**src/mcrt_pkg.sv**
```systemverilog
// Shared types and constants for the multi-channel reload timer.
package mcrt_pkg;

	localparam int FUNC_W   = 3;
	localparam int SEL_W    = 3;
	localparam int PRE_W    = 16;
	localparam int PER_W    = 32;
	localparam int STEP_W   = 24;
	localparam int TIME_W   = 48;
	localparam int COUNT_W  = 32;
	localparam int DIV_W    = 48;
	localparam int DCNT_W   = 6;

	localparam logic [STEP_W-1:0] TICK_STEP_RST = 24'd1000;

	typedef enum logic [FUNC_W-1:0] {
		FN_TICK       = 3'd0,
		FN_INIT       = 3'd1,
		FN_SET_PERIOD = 3'd2,
		FN_START      = 3'd3,
		FN_READ_COUNT = 3'd4,
		FN_READ_PEND  = 3'd5
	} func_t;

	typedef enum logic [3:0] {
		OP_NONE,
		OP_CAPTURE,
		OP_MUL,
		OP_INIT,
		OP_SHADOW,
		OP_START,
		OP_PEND,
		OP_CNT_START,
		OP_CNT_WRITE,
		OP_TICK_ADD,
		OP_SETTLE,
		OP_MOD_START,
		OP_MOD_WRITE
	} dp_op_t;

	typedef enum logic [2:0] {
		S_IDLE,
		S_DECODE,
		S_WRITE,
		S_TADD,
		S_TSETTLE,
		S_TDIV,
		S_CWAIT,
		S_FINISH
	} state_t;

	typedef struct packed {
		dp_op_t op;
		logic   idx_clr;
		logic   idx_inc;
		logic   out_load;
	} dp_cmd_t;

	typedef struct packed {
		func_t func;
		logic  sel_ok;
		logic  running;
		logic  expire;
		logic  zero_per;
		logic  rem_lt;
		logic  idx_last;
		logic  div_done;
		logic  out_free;
	} dp_sts_t;

endpackage

```
**src/mcrt_in_if.sv**
```systemverilog
// Request channel: valid/ready handshake carrying one timer operation.
interface mcrt_in_if;
	logic                         valid;
	logic                         ready;
	logic [mcrt_pkg::FUNC_W-1:0]  func;
	logic [mcrt_pkg::SEL_W-1:0]   timer_sel;
	logic [mcrt_pkg::PRE_W-1:0]   prescale;
	logic [mcrt_pkg::PER_W-1:0]   period_value;

	modport source (output valid, func, timer_sel, prescale, period_value, input ready);
	modport sink (input valid, func, timer_sel, prescale, period_value, output ready);
endinterface

```
**src/mcrt_out_if.sv**
```systemverilog
// Result channel: valid/ready handshake carrying one operation result.
interface mcrt_out_if;
	logic                          valid;
	logic                          ready;
	logic [mcrt_pkg::COUNT_W-1:0]  count_value;
	logic                          pending_flag;

	modport source (output valid, count_value, pending_flag, input ready);
	modport sink (input valid, count_value, pending_flag, output ready);
endinterface

```
**src/mcrt_div.sv**
```systemverilog
// Iterative restoring divider, one quotient bit per cycle.
module mcrt_div (
	input  logic                        clk,
	input  logic                        arst_n,
	input  logic                        start,
	input  logic [mcrt_pkg::DIV_W-1:0]  dividend,
	input  logic [mcrt_pkg::DIV_W-1:0]  divisor,
	output logic                        done,
	output logic [mcrt_pkg::DIV_W-1:0]  quotient,
	output logic [mcrt_pkg::DIV_W-1:0]  remainder
);

	localparam int W = mcrt_pkg::DIV_W;

	logic              busy_q;
	logic              done_q;
	logic [mcrt_pkg::DCNT_W-1:0] cnt_q;
	logic [W-1:0]      rem_q;
	logic [W-1:0]      quo_q;
	logic [W-1:0]      dsr_q;

	logic [W:0]        shifted;
	logic [W:0]        trial;
	logic              fits;

	always_comb begin
		shifted = {rem_q, quo_q[W-1]};
		trial   = shifted - {1'b0, dsr_q};
		fits    = shifted >= {1'b0, dsr_q};
	end

	always_ff @(posedge clk or negedge arst_n) begin
		if (!arst_n) begin
			busy_q <= 1'b0;
			done_q <= 1'b0;
			cnt_q  <= '0;
		end else begin
			done_q <= 1'b0;
			if (start) begin
				busy_q <= 1'b1;
				cnt_q  <= '0;
			end else if (busy_q) begin
				cnt_q <= cnt_q + 1'b1;
				if (cnt_q == mcrt_pkg::DCNT_W'(W - 1)) begin
					busy_q <= 1'b0;
					done_q <= 1'b1;
				end
			end
		end
	end

	always_ff @(posedge clk) begin
		if (start) begin
			rem_q <= '0;
			quo_q <= dividend;
			dsr_q <= divisor;
		end else if (busy_q) begin
			// remainder stays below the divisor, so the difference fits W bits
			rem_q <= fits ? trial[W-1:0] : shifted[W-1:0];
			quo_q <= {quo_q[W-2:0], fits};
		end
	end

	assign done      = done_q;
	assign quotient  = quo_q;
	assign remainder = rem_q;

	a_no_restart : assert property (@(posedge clk) disable iff (!arst_n)
		start |-> !busy_q)
		else $error("divider restarted while busy");

	a_done_after_busy : assert property (@(posedge clk) disable iff (!arst_n)
		done_q |-> $past(busy_q))
		else $error("divider done without a running division");

endmodule

```
**src/mcrt_datapath.sv**
```systemverilog
// Timer state, scaling multiplier, tick arithmetic, divider and result registers.
module mcrt_datapath #(
	parameter int NUM_TIMERS = 8
) (
	input  logic                          clk,
	input  logic                          arst_n,
	input  logic                          cfg_wr_en,
	input  logic [mcrt_pkg::STEP_W-1:0]   cfg_wr_data,
	input  logic [mcrt_pkg::FUNC_W-1:0]   in_func,
	input  logic [mcrt_pkg::SEL_W-1:0]    in_timer_sel,
	input  logic [mcrt_pkg::PRE_W-1:0]    in_prescale,
	input  logic [mcrt_pkg::PER_W-1:0]    in_period_value,
	input  mcrt_pkg::dp_cmd_t             cmd,
	output mcrt_pkg::dp_sts_t             sts,
	output logic                          out_valid,
	input  logic                          out_ready,
	output logic [mcrt_pkg::COUNT_W-1:0]  out_count_value,
	output logic                          out_pending_flag
);

	localparam int TIDX_W = (NUM_TIMERS > 1) ? $clog2(NUM_TIMERS) : 1;
	localparam int TW     = mcrt_pkg::TIME_W;
	localparam int DW     = mcrt_pkg::PRE_W;

	// per-timer state
	logic [mcrt_pkg::STEP_W-1:0] step_q;
	logic [TW-1:0]               active_q  [NUM_TIMERS];
	logic [TW-1:0]               shadow_q  [NUM_TIMERS];
	logic [TW-1:0]               elapsed_q [NUM_TIMERS];
	logic [DW-1:0]               div_q     [NUM_TIMERS];
	logic [NUM_TIMERS-1:0]       run_q;
	logic [NUM_TIMERS-1:0]       pend_q;
	logic [TIDX_W-1:0]           idx_q;

	// captured request and work registers
	logic [mcrt_pkg::FUNC_W-1:0] func_q;
	logic [mcrt_pkg::SEL_W-1:0]  sel_q;
	logic [mcrt_pkg::PRE_W-1:0]  pre_q;
	logic [mcrt_pkg::PER_W-1:0]  per_q;
	logic [TW-1:0]               acc_q;
	logic [TW-1:0]               prod_q;
	logic [mcrt_pkg::COUNT_W-1:0] res_count_q;
	logic                        res_pend_q;
	logic                        out_valid_q;
	logic [mcrt_pkg::COUNT_W-1:0] out_count_q;
	logic                        out_pend_q;

	logic [TW-1:0]               cur_active;
	logic [TW-1:0]               cur_shadow;
	logic [TW-1:0]               cur_elapsed;
	logic [DW-1:0]               cur_div;
	logic [DW-1:0]               eff_pre;
	logic [DW-1:0]               eff_cur;
	logic [DW-1:0]               mul_div;
	logic [mcrt_pkg::PER_W:0]    per_p1;
	logic [TW:0]                 prod_full;
	logic [TW:0]                 sum;
	logic [TW:0]                 diff;
	logic                        ge;

	logic                        div_start;
	logic [mcrt_pkg::DIV_W-1:0]  div_dividend;
	logic [mcrt_pkg::DIV_W-1:0]  div_divisor;
	logic                        div_done;
	logic [mcrt_pkg::DIV_W-1:0]  div_quo;
	logic [mcrt_pkg::DIV_W-1:0]  div_rem;

	always_comb begin
		cur_active  = active_q[idx_q];
		cur_shadow  = shadow_q[idx_q];
		cur_elapsed = elapsed_q[idx_q];
		cur_div     = div_q[idx_q];
		eff_pre     = (pre_q == '0) ? DW'(1) : pre_q;
		eff_cur     = (cur_div == '0) ? DW'(1) : cur_div;
		mul_div     = (func_q == mcrt_pkg::FN_INIT) ? eff_pre : eff_cur;
		per_p1      = {1'b0, per_q} + (mcrt_pkg::PER_W + 1)'(1);
		prod_full   = (TW + 1)'(per_p1) * (TW + 1)'(mul_div);
		sum         = {1'b0, cur_elapsed} + (TW + 1)'(step_q);
		ge          = sum >= {1'b0, cur_active};
		diff        = sum - {1'b0, cur_active};
	end

	always_comb begin
		div_start    = (cmd.op == mcrt_pkg::OP_MOD_START) || (cmd.op == mcrt_pkg::OP_CNT_START);
		div_dividend = (cmd.op == mcrt_pkg::OP_CNT_START) ? cur_elapsed : acc_q;
		div_divisor  = (cmd.op == mcrt_pkg::OP_CNT_START) ? mcrt_pkg::DIV_W'(eff_cur)
		                                                   : cur_active;
	end

	mcrt_div u_div (
		.clk       (clk),
		.arst_n    (arst_n),
		.start     (div_start),
		.dividend  (div_dividend),
		.divisor   (div_divisor),
		.done      (div_done),
		.quotient  (div_quo),
		.remainder (div_rem)
	);

	always_comb begin
		sts.func     = mcrt_pkg::func_t'(func_q);
		sts.sel_ok   = int'(sel_q) < NUM_TIMERS;
		sts.running  = run_q[idx_q];
		sts.expire   = ge;
		sts.zero_per = cur_active == '0;
		sts.rem_lt   = acc_q < cur_active;
		sts.idx_last = idx_q == TIDX_W'(NUM_TIMERS - 1);
		sts.div_done = div_done;
		sts.out_free = !out_valid_q || out_ready;
	end

	always_ff @(posedge clk or negedge arst_n) begin
		if (!arst_n) begin
			step_q      <= mcrt_pkg::TICK_STEP_RST;
			run_q       <= '0;
			pend_q      <= '0;
			idx_q       <= '0;
			out_valid_q <= 1'b0;
			for (int i = 0; i < NUM_TIMERS; i++) begin
				active_q[i]  <= '0;
				shadow_q[i]  <= '0;
				elapsed_q[i] <= '0;
				div_q[i]     <= '0;
			end
		end else begin
			if (cfg_wr_en) begin
				step_q <= cfg_wr_data;
			end
			if (cmd.op == mcrt_pkg::OP_CAPTURE) begin
				idx_q <= TIDX_W'(in_timer_sel);
			end else if (cmd.idx_clr) begin
				idx_q <= '0;
			end else if (cmd.idx_inc) begin
				idx_q <= idx_q + 1'b1;
			end
			case (cmd.op)
				mcrt_pkg::OP_INIT: begin
					run_q[idx_q]     <= 1'b0;
					pend_q[idx_q]    <= 1'b0;
					elapsed_q[idx_q] <= '0;
					div_q[idx_q]     <= eff_pre;
					active_q[idx_q]  <= prod_q;
					shadow_q[idx_q]  <= prod_q;
				end
				mcrt_pkg::OP_SHADOW: begin
					shadow_q[idx_q] <= prod_q;
				end
				mcrt_pkg::OP_START: begin
					active_q[idx_q]  <= cur_shadow;
					elapsed_q[idx_q] <= '0;
					pend_q[idx_q]    <= 1'b0;
					run_q[idx_q]     <= 1'b1;
				end
				mcrt_pkg::OP_PEND: begin
					pend_q[idx_q] <= 1'b0;
				end
				mcrt_pkg::OP_TICK_ADD: begin
					if (run_q[idx_q]) begin
						if (ge) begin
							active_q[idx_q] <= cur_shadow;
							pend_q[idx_q]   <= 1'b1;
						end else begin
							elapsed_q[idx_q] <= sum[TW-1:0];
						end
					end
				end
				mcrt_pkg::OP_SETTLE: begin
					elapsed_q[idx_q] <= (cur_active == '0) ? '0 : acc_q;
				end
				mcrt_pkg::OP_MOD_WRITE: begin
					elapsed_q[idx_q] <= div_rem;
				end
				default: begin
				end
			endcase
			if (cmd.out_load) begin
				out_valid_q <= 1'b1;
			end else if (out_ready) begin
				out_valid_q <= 1'b0;
			end
		end
	end

	always_ff @(posedge clk) begin
		if (cmd.op == mcrt_pkg::OP_CAPTURE) begin
			func_q      <= in_func;
			sel_q       <= in_timer_sel;
			pre_q       <= in_prescale;
			per_q       <= in_period_value;
			res_count_q <= '0;
			res_pend_q  <= 1'b0;
		end
		if (cmd.op == mcrt_pkg::OP_MUL) begin
			prod_q <= prod_full[TW-1:0];
		end
		if (cmd.op == mcrt_pkg::OP_TICK_ADD) begin
			acc_q <= diff[TW-1:0];
		end
		if (cmd.op == mcrt_pkg::OP_PEND) begin
			res_pend_q <= pend_q[idx_q];
		end
		if (cmd.op == mcrt_pkg::OP_CNT_WRITE) begin
			res_count_q <= div_quo[mcrt_pkg::COUNT_W-1:0];
		end
		if (cmd.out_load) begin
			out_count_q <= res_count_q;
			out_pend_q  <= res_pend_q;
		end
	end

	assign out_valid        = out_valid_q;
	assign out_count_value  = out_count_q;
	assign out_pending_flag = out_pend_q;

endmodule

```
**src/mcrt_ctrl.sv**
```systemverilog
// Sequencer: decodes a request and steps the datapath through it.
module mcrt_ctrl (
	input  logic                clk,
	input  logic                arst_n,
	input  logic                in_valid,
	output logic                in_ready,
	input  mcrt_pkg::dp_sts_t   sts,
	output mcrt_pkg::dp_cmd_t   cmd
);

	mcrt_pkg::state_t state_q;
	mcrt_pkg::state_t state_d;

	always_ff @(posedge clk or negedge arst_n) begin
		if (!arst_n) begin
			state_q <= mcrt_pkg::S_IDLE;
		end else begin
			state_q <= state_d;
		end
	end

	always_comb begin
		state_d      = state_q;
		cmd.op       = mcrt_pkg::OP_NONE;
		cmd.idx_clr  = 1'b0;
		cmd.idx_inc  = 1'b0;
		cmd.out_load = 1'b0;
		in_ready     = 1'b0;
		case (state_q)
			mcrt_pkg::S_IDLE: begin
				in_ready = 1'b1;
				if (in_valid) begin
					cmd.op  = mcrt_pkg::OP_CAPTURE;
					state_d = mcrt_pkg::S_DECODE;
				end
			end
			mcrt_pkg::S_DECODE: begin
				state_d = mcrt_pkg::S_FINISH;
				if (sts.func == mcrt_pkg::FN_TICK) begin
					cmd.idx_clr = 1'b1;
					state_d     = mcrt_pkg::S_TADD;
				end else if (sts.sel_ok) begin
					case (sts.func)
						mcrt_pkg::FN_INIT, mcrt_pkg::FN_SET_PERIOD: begin
							cmd.op  = mcrt_pkg::OP_MUL;
							state_d = mcrt_pkg::S_WRITE;
						end
						mcrt_pkg::FN_START: begin
							cmd.op = mcrt_pkg::OP_START;
						end
						mcrt_pkg::FN_READ_COUNT: begin
							cmd.op  = mcrt_pkg::OP_CNT_START;
							state_d = mcrt_pkg::S_CWAIT;
						end
						mcrt_pkg::FN_READ_PEND: begin
							cmd.op = mcrt_pkg::OP_PEND;
						end
						default: begin
						end
					endcase
				end
			end
			mcrt_pkg::S_WRITE: begin
				cmd.op  = (sts.func == mcrt_pkg::FN_INIT) ? mcrt_pkg::OP_INIT
				                                          : mcrt_pkg::OP_SHADOW;
				state_d = mcrt_pkg::S_FINISH;
			end
			mcrt_pkg::S_TADD: begin
				cmd.op = mcrt_pkg::OP_TICK_ADD;
				if (sts.running && sts.expire) begin
					state_d = mcrt_pkg::S_TSETTLE;
				end else if (sts.idx_last) begin
					state_d = mcrt_pkg::S_FINISH;
				end else begin
					cmd.idx_inc = 1'b1;
				end
			end
			mcrt_pkg::S_TSETTLE: begin
				if (sts.zero_per || sts.rem_lt) begin
					cmd.op = mcrt_pkg::OP_SETTLE;
					if (sts.idx_last) begin
						state_d = mcrt_pkg::S_FINISH;
					end else begin
						cmd.idx_inc = 1'b1;
						state_d     = mcrt_pkg::S_TADD;
					end
				end else begin
					cmd.op  = mcrt_pkg::OP_MOD_START;
					state_d = mcrt_pkg::S_TDIV;
				end
			end
			mcrt_pkg::S_TDIV: begin
				if (sts.div_done) begin
					cmd.op = mcrt_pkg::OP_MOD_WRITE;
					if (sts.idx_last) begin
						state_d = mcrt_pkg::S_FINISH;
					end else begin
						cmd.idx_inc = 1'b1;
						state_d     = mcrt_pkg::S_TADD;
					end
				end
			end
			mcrt_pkg::S_CWAIT: begin
				if (sts.div_done) begin
					cmd.op  = mcrt_pkg::OP_CNT_WRITE;
					state_d = mcrt_pkg::S_FINISH;
				end
			end
			mcrt_pkg::S_FINISH: begin
				if (sts.out_free) begin
					cmd.out_load = 1'b1;
					state_d      = mcrt_pkg::S_IDLE;
				end
			end
			default: begin
				state_d = mcrt_pkg::S_IDLE;
			end
		endcase
	end

	a_done_when_waiting : assert property (@(posedge clk) disable iff (!arst_n)
		sts.div_done |-> (state_q == mcrt_pkg::S_TDIV || state_q == mcrt_pkg::S_CWAIT))
		else $error("divider finished outside a wait state");

	a_load_needs_room : assert property (@(posedge clk) disable iff (!arst_n)
		cmd.out_load |-> sts.out_free)
		else $error("result loaded over an untaken beat");

	a_no_index_wrap : assert property (@(posedge clk) disable iff (!arst_n)
		cmd.idx_inc |-> !sts.idx_last)
		else $error("timer index stepped past the last timer");

	a_one_load_per_request : assert property (@(posedge clk) disable iff (!arst_n)
		cmd.out_load |=> state_q == mcrt_pkg::S_IDLE)
		else $error("sequencer did not return to idle after a result");

endmodule

```
**src/multi_channel_reload_timer_top.sv**
```systemverilog
// Top level of the multi-channel auto-reload timer bank.
// A bank of NUM_TIMERS up-counting timers kept in fine clock units. Each request beat on in_ch
// carries one operation: tick (add tick_step to every running timer and handle expiries), init,
// set shadow period, start, read count (elapsed divided by the timer's divider) or read-and-clear
// pending. Every request gives exactly one result beat on out_ch; fields that do not apply read 0.
// The block works on one request at a time, driven by a sequencer over a single shared datapath.
// Start and read pending go from acceptance through decode to the result register; init and
// set period also pass through the period-scaling multiplier, and read count waits for the
// quotient from the one-bit-per-cycle divider. A tick walks the timers in index order, one per
// cycle while none expires; an expiry adds a settle step when the remainder is already below
// the new period (or the new period is zero), or else a reduction of the remainder modulo the
// new period through the same divider; acceptance, decode and result load come on top. The
// next request is taken in the cycle after the result is loaded, even if out_ch has not yet taken
// that beat, since the output register holds it. tick_step is written through cfg_wr_en /
// cfg_wr_data and resets to 1000; write it only while no request is in flight.
module multi_channel_reload_timer_top #(
	parameter int NUM_TIMERS = 8
) (
	input  logic                         clk,
	input  logic                         arst_n,
	input  logic                         cfg_wr_en,
	input  logic [mcrt_pkg::STEP_W-1:0]  cfg_wr_data,
	mcrt_in_if.sink                      in_ch,
	mcrt_out_if.source                   out_ch
);

	// command and status between sequencer and datapath
	mcrt_pkg::dp_cmd_t cmd;
	mcrt_pkg::dp_sts_t sts;

	// Sequencer: accepts a request beat only when idle, then steps the datapath.
	mcrt_ctrl u_ctrl (
		.clk      (clk),
		.arst_n   (arst_n),
		.in_valid (in_ch.valid),
		.in_ready (in_ch.ready),
		.sts      (sts),
		.cmd      (cmd)
	);

	// Datapath: timer state, multiplier, divider and the output register.
	mcrt_datapath #(
		.NUM_TIMERS (NUM_TIMERS)
	) u_dp (
		.clk              (clk),
		.arst_n           (arst_n),
		.cfg_wr_en        (cfg_wr_en),
		.cfg_wr_data      (cfg_wr_data),
		.in_func          (in_ch.func),
		.in_timer_sel     (in_ch.timer_sel),
		.in_prescale      (in_ch.prescale),
		.in_period_value  (in_ch.period_value),
		.cmd              (cmd),
		.sts              (sts),
		.out_valid        (out_ch.valid),
		.out_ready        (out_ch.ready),
		.out_count_value  (out_ch.count_value),
		.out_pending_flag (out_ch.pending_flag)
	);

endmodule
```
**src/flat_wrapper.sv**
```systemverilog
// flat-port wrapper written by rule: the top's interface ports become plain ports
module multi_channel_reload_timer_top_flat 
#(
	parameter int NUM_TIMERS = 8
)
  (clk, arst_n, cfg_wr_en, cfg_wr_data, in_ch_valid, in_ch_func, in_ch_timer_sel, in_ch_prescale, in_ch_period_value, in_ch_ready, out_ch_valid, out_ch_count_value, out_ch_pending_flag, out_ch_ready);
  mcrt_in_if in_ch_i ();
  mcrt_out_if out_ch_i ();
  input  logic clk;
  input  logic arst_n;
  input  logic cfg_wr_en;
  input  logic [mcrt_pkg::STEP_W-1:0] cfg_wr_data;
  input wire logic [$bits(in_ch_i.valid)-1:0] in_ch_valid;
  input wire logic [$bits(in_ch_i.func)-1:0] in_ch_func;
  input wire logic [$bits(in_ch_i.timer_sel)-1:0] in_ch_timer_sel;
  input wire logic [$bits(in_ch_i.prescale)-1:0] in_ch_prescale;
  input wire logic [$bits(in_ch_i.period_value)-1:0] in_ch_period_value;
  output wire logic [$bits(in_ch_i.ready)-1:0] in_ch_ready;
  output wire logic [$bits(out_ch_i.valid)-1:0] out_ch_valid;
  output wire logic [$bits(out_ch_i.count_value)-1:0] out_ch_count_value;
  output wire logic [$bits(out_ch_i.pending_flag)-1:0] out_ch_pending_flag;
  input wire logic [$bits(out_ch_i.ready)-1:0] out_ch_ready;
  assign in_ch_i.valid = in_ch_valid;
  assign in_ch_i.func = in_ch_func;
  assign in_ch_i.timer_sel = in_ch_timer_sel;
  assign in_ch_i.prescale = in_ch_prescale;
  assign in_ch_i.period_value = in_ch_period_value;
  assign in_ch_ready = in_ch_i.ready;
  assign out_ch_valid = out_ch_i.valid;
  assign out_ch_count_value = out_ch_i.count_value;
  assign out_ch_pending_flag = out_ch_i.pending_flag;
  assign out_ch_i.ready = out_ch_ready;
  multi_channel_reload_timer_top #(.NUM_TIMERS(NUM_TIMERS)) u_core (.clk(clk), .arst_n(arst_n), .cfg_wr_en(cfg_wr_en), .cfg_wr_data(cfg_wr_data), .in_ch(in_ch_i), .out_ch(out_ch_i));
endmodule
```
**config.mk**
```make
export PLATFORM = sky130hd
export DESIGN_NAME = multi_channel_reload_timer_top_flat
export DESIGN_NICKNAME = d
export VERILOG_FILES = /design/src/mcrt_pkg.sv /design/src/mcrt_in_if.sv /design/src/mcrt_out_if.sv /design/src/mcrt_div.sv /design/src/mcrt_datapath.sv /design/src/mcrt_ctrl.sv /design/src/multi_channel_reload_timer_top.sv /design/src/flat_wrapper.sv
export SDC_FILE = /design/constraint.sdc
export NUM_CORES = 2
export LEC_CHECK = 0
export BUFFER_PORTS_ARGS = -buffer_cell sky130_fd_sc_hd__buf_2
export CAP_MARGIN = 25
export CORE_MARGIN = 4
export CORE_UTILIZATION = 35
export CTS_BUF_LIST = sky130_fd_sc_hd__clkbuf_16
export CTS_CLUSTER_DIAMETER = 50
export DETAILED_ROUTE_END_ITERATION = 10
export SLEW_MARGIN = 20
export SYNTH_ARGS = -nofsm -noshare
export SYNTH_HDL_FRONTEND = slang
export SYNTH_HIERARCHICAL = 1
export SYNTH_SLANG_ARGS = --single-unit
```
**constraint.sdc**
```tcl
create_clock -name clk -period 24.3 [get_ports clk]
set_clock_uncertainty 0.15 [all_clocks]
set_input_delay 4.86 -clock clk [delete_from_list [all_inputs] [get_ports clk]]
set_output_delay 4.86 -clock clk [all_outputs]
set_load 0.05 [all_outputs]
```
==> impl_results.html <==
<table>
<tr><th>Metric</th><th>Value</th></tr>
<tr><th colspan="2">Worst setup path</th></tr>
<tr><td>Critical path class</td><td>flop to flop</td></tr>
<tr><td>Kind of end point of the critical path</td><td>flop</td></tr>
<tr><td>Maximum fanout along the worst path</td><td>47</td></tr>
<tr><td>Worst setup path startpoint</td><td>u_core/u_dp/idx_q[2]</td></tr>
<tr><td>Type of origin of the critical path</td><td>flop</td></tr>
<tr><td>Startpoint of the most critical register-to-register path</td><td>u_core/u_dp/idx_q[2]</td></tr>
<tr><td>Reg2Reg Depth</td><td>25</td></tr>
<tr><td>Arrival time at the worst endpoint</td><td>12070 ps</td></tr>
<tr><td>Capturing point of the worst reg2reg path</td><td>u_core/u_dp/elapsed_q[111]</td></tr>
<tr><td>Worst R2R Setup Slack</td><td>12820 ps</td></tr>
<tr><td>End of the critical path</td><td>u_core/u_dp/elapsed_q[111]</td></tr>
<tr><td>Critical path data required time</td><td>24890 ps</td></tr>
<tr><th colspan="2">Logic synthesis</th></tr>
<tr><td>Mapped cell area</td><td>0.0996 mm²</td></tr>
<tr><td>Synth warnings</td><td>6</td></tr>
<tr><td>Dominant synthesized flop cell</td><td>sky130_fd_sc_hd__dfrtp_1</td></tr>
<tr><td>Area share of the largest cell type after synthesis</td><td>33.4%</td></tr>
<tr><td>Gate count after technology mapping</td><td>between 8000 and 9000</td></tr>
<tr><td>Avg Synthesized Cell Area</td><td>11.6 µm²</td></tr>
<tr><td>Asr flop ratio synth</td><td>around four fifths</td></tr>
<tr><td>Largest cells by area after synthesis</td><td>sky130_fd_sc_hd__dfrtp_1, sky130_fd_sc_hd__mux2_2, sky130_fd_sc_hd__edfxtp_1, sky130_fd_sc_hd__fa_1, sky130_fd_sc_hd__ha_1</td></tr>
<tr><td>Most area-hungry cell type in the Yosys netlist</td><td>sky130_fd_sc_hd__dfrtp_1</td></tr>
<tr><td>Number of enable-type register cells in the synthesized netlist</td><td>about 300</td></tr>
<tr><td>Seq/Total Area, Yosys</td><td>43.8%</td></tr>
<tr><td>Number of library cell types mapped by synthesis</td><td>around 120</td></tr>
<tr><td>Post-synth net total</td><td>9368</td></tr>
<tr><td>Number of synthesized register bits</td><td>1692</td></tr>
<tr><th colspan="2">Final layout</th></tr>
<tr><td>Number of fill cells in the layout</td><td>26800</td></tr>
<tr><td>Proportion of layout cells with a drive suffix above 1</td><td>between 20% and 30%</td></tr>
<tr><td>NumNets Final</td><td>9412</td></tr>
<tr><td>Growth of design area from synthesis to finish</td><td>11.6%</td></tr>
<tr><th colspan="2">Die</th></tr>
<tr><td>Overall die width</td><td>541 µm</td></tr>
<tr><td>Chip height</td><td>between 500 and 600 µm</td></tr>
<tr><td>Die outline area</td><td>0.293 mm²</td></tr>
<tr><td>Number of I/O pins</td><td>roughly 120</td></tr>
<tr><td>Area of the core</td><td>0.283 mm²</td></tr>
<tr><td>Placement Rows</td><td>195</td></tr>
<tr><td>Starting density of the core</td><td>between 30% and 40%</td></tr>
<tr><th colspan="2">Hold path</th></tr>
<tr><td>HP Start</td><td>u_core/u_dp/res_count_q[24]</td></tr>
<tr><td>Worst hold-check path type</td><td>flop to flop</td></tr>
<tr><th colspan="2">Timing</th></tr>
<tr><td>Final Slew Violations</td><td>0</td></tr>
<tr><td>Max frequency</td><td>0.0871 GHz</td></tr>
<tr><td>Max-slew headroom</td><td>18.6%</td></tr>
<tr><td>Number of hold violations in the final report</td><td>0</td></tr>
<tr><td>Slew @ Worst Pin</td><td>between 1000 and 1500 ps</td></tr>
<tr><td>Sum Neg Setup Slack</td><td>0 ps</td></tr>
<tr><td>RSZ-0062 raised after global routing</td><td>no</td></tr>
<tr><td>Min Tclk post-route</td><td>between 10000 and 15000 ps</td></tr>
<tr><td>Post-route fraction of the period consumed by the critical path</td><td>47.2%</td></tr>
<tr><td>Count of endpoints failing setup in the final report</td><td>0</td></tr>
<tr><th colspan="2">Placement</th></tr>
<tr><td>Placed wire-length estimate after detailed placement</td><td>229000 µm</td></tr>
<tr><td>Port Buffers</td><td>117</td></tr>
<tr><td>Global placer's final weighted congestion</td><td>slightly below 1</td></tr>
<tr><th colspan="2">Routing</th></tr>
<tr><td>Routed wire length</td><td>333000 µm</td></tr>
<tr><td>Number of design-rule violations left by the first detailed-router iteration</td><td>6577</td></tr>
<tr><td>Avg Vias per Cell</td><td>5.73</td></tr>
<tr><td>Number of detailed-route iterations in the first pass</td><td>7</td></tr>
<tr><td>Routed WL per cell</td><td>around 27 µm</td></tr>
<tr><td>Antenna Violating Nets Remaining</td><td>0</td></tr>
<tr><td>DRC violations left</td><td>0</td></tr>
<tr><td>Total number of vias</td><td>71700</td></tr>
<tr><th colspan="2">CTS</th></tr>
<tr><td>Clock edge transition at the registers on the reported setup and hold paths</td><td>60 ps</td></tr>
<tr><td>Number of resized instances in the post-cts repair step</td><td>0</td></tr>
<tr><td>CTS Buf Count</td><td>197</td></tr>
<tr><td>Total clock sinks</td><td>1692</td></tr>
<tr><td>Number of H-tree levels</td><td>4</td></tr>
<tr><td>TritonCTS clock tree</td><td>done</td></tr>
<tr><td>Count of hold-fix buffers inserted at cts</td><td>0</td></tr>
<tr><td>Cell at the root of the clock tree</td><td>sky130_fd_sc_hd__clkbuf_16</td></tr>
<tr><td>Skew-Pair Late Insertion Delay</td><td>~900 ps</td></tr>
<tr><td>Max Root-Sink Buffers</td><td>4</td></tr>
<tr><td>Setup Fix Bufs, Post-CTS</td><td>0</td></tr>
<tr><th colspan="2">Global route</th></tr>
<tr><td>Overflow after GRT</td><td>0</td></tr>
<tr><td>Global-route wire length before repair</td><td>493000 µm</td></tr>
<tr><td>Total routing resource utilization after global routing</td><td>22.2%</td></tr>
<tr><td>Pin count of the biggest net entering global routing</td><td>175</td></tr>
<tr><td>Number of antenna violations at the first check in global routing</td><td>23</td></tr>
<tr><td>Number of global-route vias before repair</td><td>73800</td></tr>
<tr><th colspan="2">Status</th></tr>
<tr><td>Run status</td><td>completed</td></tr>
<tr><th colspan="2">Job</th></tr>
<tr><td>Maxcap violations</td><td>0</td></tr>
</table>
==> cell families after synthesis <==
| family | count (synthesis) | share of synthesized area, % |
|---|---|---|
| AO/OA/AOI/OAI | 1520 | 11.2 |
| XOR/XNOR | 229 | 2.02 |
| adder cells (fa/ha/maj) | 722 | 12.3 |
| buffers and inverters | 1192 | 5.16 |
| flip-flops | 1692 | 43.8 |
| multiplexers | 1516 | 17.7 |
| other | 1 | 0.00377 |
| AND/OR/NAND/NOR | 1691 | 7.81 |
==> state kept, by name, summed over array words and instances, names as in the netlist, 6 cells and up, named ones only <==
name / cells
u_core/u_dp/u_div/remainder: 48
u_core/u_dp/step_q: 24
u_core/u_dp/u_div/dsr_q: 48
u_core/u_dp/u_div/cnt_q: 6
u_core/u_dp/elapsed_q: 384
u_core/u_dp/out_count_value: 32
u_core/u_dp/active_q: 384
u_core/u_dp/prod_q: 48
u_core/u_dp/pre_q: 16
u_core/u_dp/shadow_q: 384
u_core/u_dp/acc_q: 48
u_core/u_dp/u_div/quotient: 48
u_core/u_dp/div_q: 128
u_core/u_dp/res_count_q: 32
u_core/u_dp/per_q: 32
==> through the flow <==
step / hold slack [ps] / area (µm²) / utilization [%] / std cells / setup WS (ps)
3_5_place_dp: 255 / 105000 / 37.0 / 12100 / 13000
5_1_grt: 276 / 111000 / 39.3 / 12500 / 12470
6_report: 266 / 111000 / 39.3 / 12500 / 12820
3_3_place_gp: 255 / 104000 / 36.9 / 12100 / 13010
4_1_cts: 268 / 111000 / 39.2 / 12500 / 12960
2_1_floorplan: 250 / 99600 / - / 8563 / 12590
==> layout make-up <==
| cell class | count | area [µm²] | area share (%) |
|---|---|---|---|
| diodes | 11 | 27.5 | 0.0248 |
| clock buffers | 198 | 4950 | 4.46 |
| clock inverters | 155 | 1210 | 1.09 |
| inverters | 679 | 2550 | 2.30 |
| multi-input cells | 5679 | 51300 | 46.2 |
| flip-flops and latches | 1692 | 43700 | 39.3 |
| well taps | 3743 | 4680 | 4.22 |
| repair buffers | 358 | 2700 | 2.43 |
==> worst min path at each step <==
stage | end | slack, ps | cells past startpoint
after floorplan | u_core/u_dp/out_count_value[0] | 250 | 0
after global placement | u_core/u_dp/out_count_value[7] | 260 | 0
after detailed placement | u_core/u_dp/out_count_value[11] | 250 | 0
after CTS | u_core/u_dp/out_count_value[24] | 270 | 0
after global routing | u_core/u_dp/out_count_value[0] | 280 | 0
final | u_core/u_dp/out_count_value[24] | 270 | 0
==> Yosys cell counts, drive strengths merged, types with 13 or more instances <==
master   number
dfrtp      1329
mux2       1293
inv         677
nand2       632
nor2        507
fa          434
edfxtp      309
ha          288
a21oi       283
clkbuf      264
buf         246
o21ai       199
a221oi      169
mux2i       159
xnor2       146
a22oi       125
a22o        114
a21o        102
o32ai        97
nand3        83
xor2         83
and2         80
a211oi       71
and3         70
nor3         67
mux4         64
a31oi        62
nand4        58
dfxtp        48
nand2b       44
o21bai       36
a221o        34
nor2b        34
o21a         23
or3          23
nor4         20
a222oi       19
a2111oi      17
o211ai       16
o22ai        16
a31o         14
a311oi       13
==> worst max-delay path: stages, from the launching register on <==
cell and delay [ps]:
sky130_fd_sc_hd__dfrtp_4 920, sky130_fd_sc_hd__buf_4 690, sky130_fd_sc_hd__buf_4 570, sky130_fd_sc_hd__nor2b_4 60
sky130_fd_sc_hd__buf_4 310, sky130_fd_sc_hd__a22o_1 250, sky130_fd_sc_hd__a222oi_1 620, sky130_fd_sc_hd__ha_1 220
sky130_fd_sc_hd__nand4_1 220, sky130_fd_sc_hd__or2_2 400, sky130_fd_sc_hd__or3_1 400, sky130_fd_sc_hd__or3_1 400
sky130_fd_sc_hd__or3_1 430, sky130_fd_sc_hd__nor3_1 190, sky130_fd_sc_hd__a2111oi_0 240, sky130_fd_sc_hd__or3_4 450
sky130_fd_sc_hd__a221oi_2 780, sky130_fd_sc_hd__xor2_1 280, sky130_fd_sc_hd__o211a_1 760, sky130_fd_sc_hd__or3_1 260
sky130_fd_sc_hd__and3_1 160, sky130_fd_sc_hd__o31ai_1 60, sky130_fd_sc_hd__or3_1 650, sky130_fd_sc_hd__a21oi_4 670
sky130_fd_sc_hd__buf_4 610, sky130_fd_sc_hd__mux2_2 410
==> layer usage <==
metal	track usage [%]	wire [µm]	vias to the layer above
li1	-	-	30600
met1	28.8	136000	37200
met2	35.5	152000	2995
met3	4.61	25900	800
met4	10.9	19400	6
met5	0	34	-
==> layout by cell type, fill, tap and decap left out, types with 21 or more instances in the layout <==
master / Yosys / routed
sky130_fd_sc_hd__dfrtp_1: 1329 / 1325
sky130_fd_sc_hd__mux2_2: 1154 / 1154
sky130_fd_sc_hd__inv_1: 677 / 708
sky130_fd_sc_hd__nand2_1: 630 / 628
sky130_fd_sc_hd__nor2_1: 504 / 489
sky130_fd_sc_hd__fa_1: 434 / 434
sky130_fd_sc_hd__edfxtp_1: 309 / 309
sky130_fd_sc_hd__ha_1: 288 / 288
sky130_fd_sc_hd__a21oi_1: 283 / 274
sky130_fd_sc_hd__buf_4: 41 / 213
sky130_fd_sc_hd__clkbuf_16: 0 / 198
sky130_fd_sc_hd__o21ai_0: 187 / 185
sky130_fd_sc_hd__a221oi_1: 163 / 163
sky130_fd_sc_hd__mux2i_1: 158 / 151
sky130_fd_sc_hd__xnor2_1: 146 / 142
sky130_fd_sc_hd__mux2_1: 138 / 138
sky130_fd_sc_hd__a22oi_1: 125 / 125
sky130_fd_sc_hd__buf_2: 81 / 117
sky130_fd_sc_hd__a22o_1: 114 / 114
sky130_fd_sc_hd__a21o_1: 100 / 100
sky130_fd_sc_hd__o32ai_1: 97 / 97
sky130_fd_sc_hd__nand3_1: 83 / 82
sky130_fd_sc_hd__xor2_1: 82 / 81
sky130_fd_sc_hd__and2_1: 72 / 71
sky130_fd_sc_hd__and3_1: 70 / 69
sky130_fd_sc_hd__mux4_2: 64 / 64
sky130_fd_sc_hd__a211oi_1: 63 / 62
sky130_fd_sc_hd__nor3_1: 61 / 59
sky130_fd_sc_hd__nand4_1: 58 / 58
sky130_fd_sc_hd__a31oi_1: 62 / 55
sky130_fd_sc_hd__dfxtp_1: 48 / 48
sky130_fd_sc_hd__nand2b_1: 44 / 44
sky130_fd_sc_hd__clkinv_1: 2 / 39
sky130_fd_sc_hd__o21bai_1: 36 / 36
sky130_fd_sc_hd__a221o_1: 34 / 34
sky130_fd_sc_hd__nor2b_1: 33 / 30
sky130_fd_sc_hd__clkinv_2: 0 / 29
sky130_fd_sc_hd__o21a_1: 23 / 23
sky130_fd_sc_hd__or3_1: 21 / 21
Power is not shown: default switching activity piles up to over one toggle a cycle in this logic, so the estimate is an artifact.
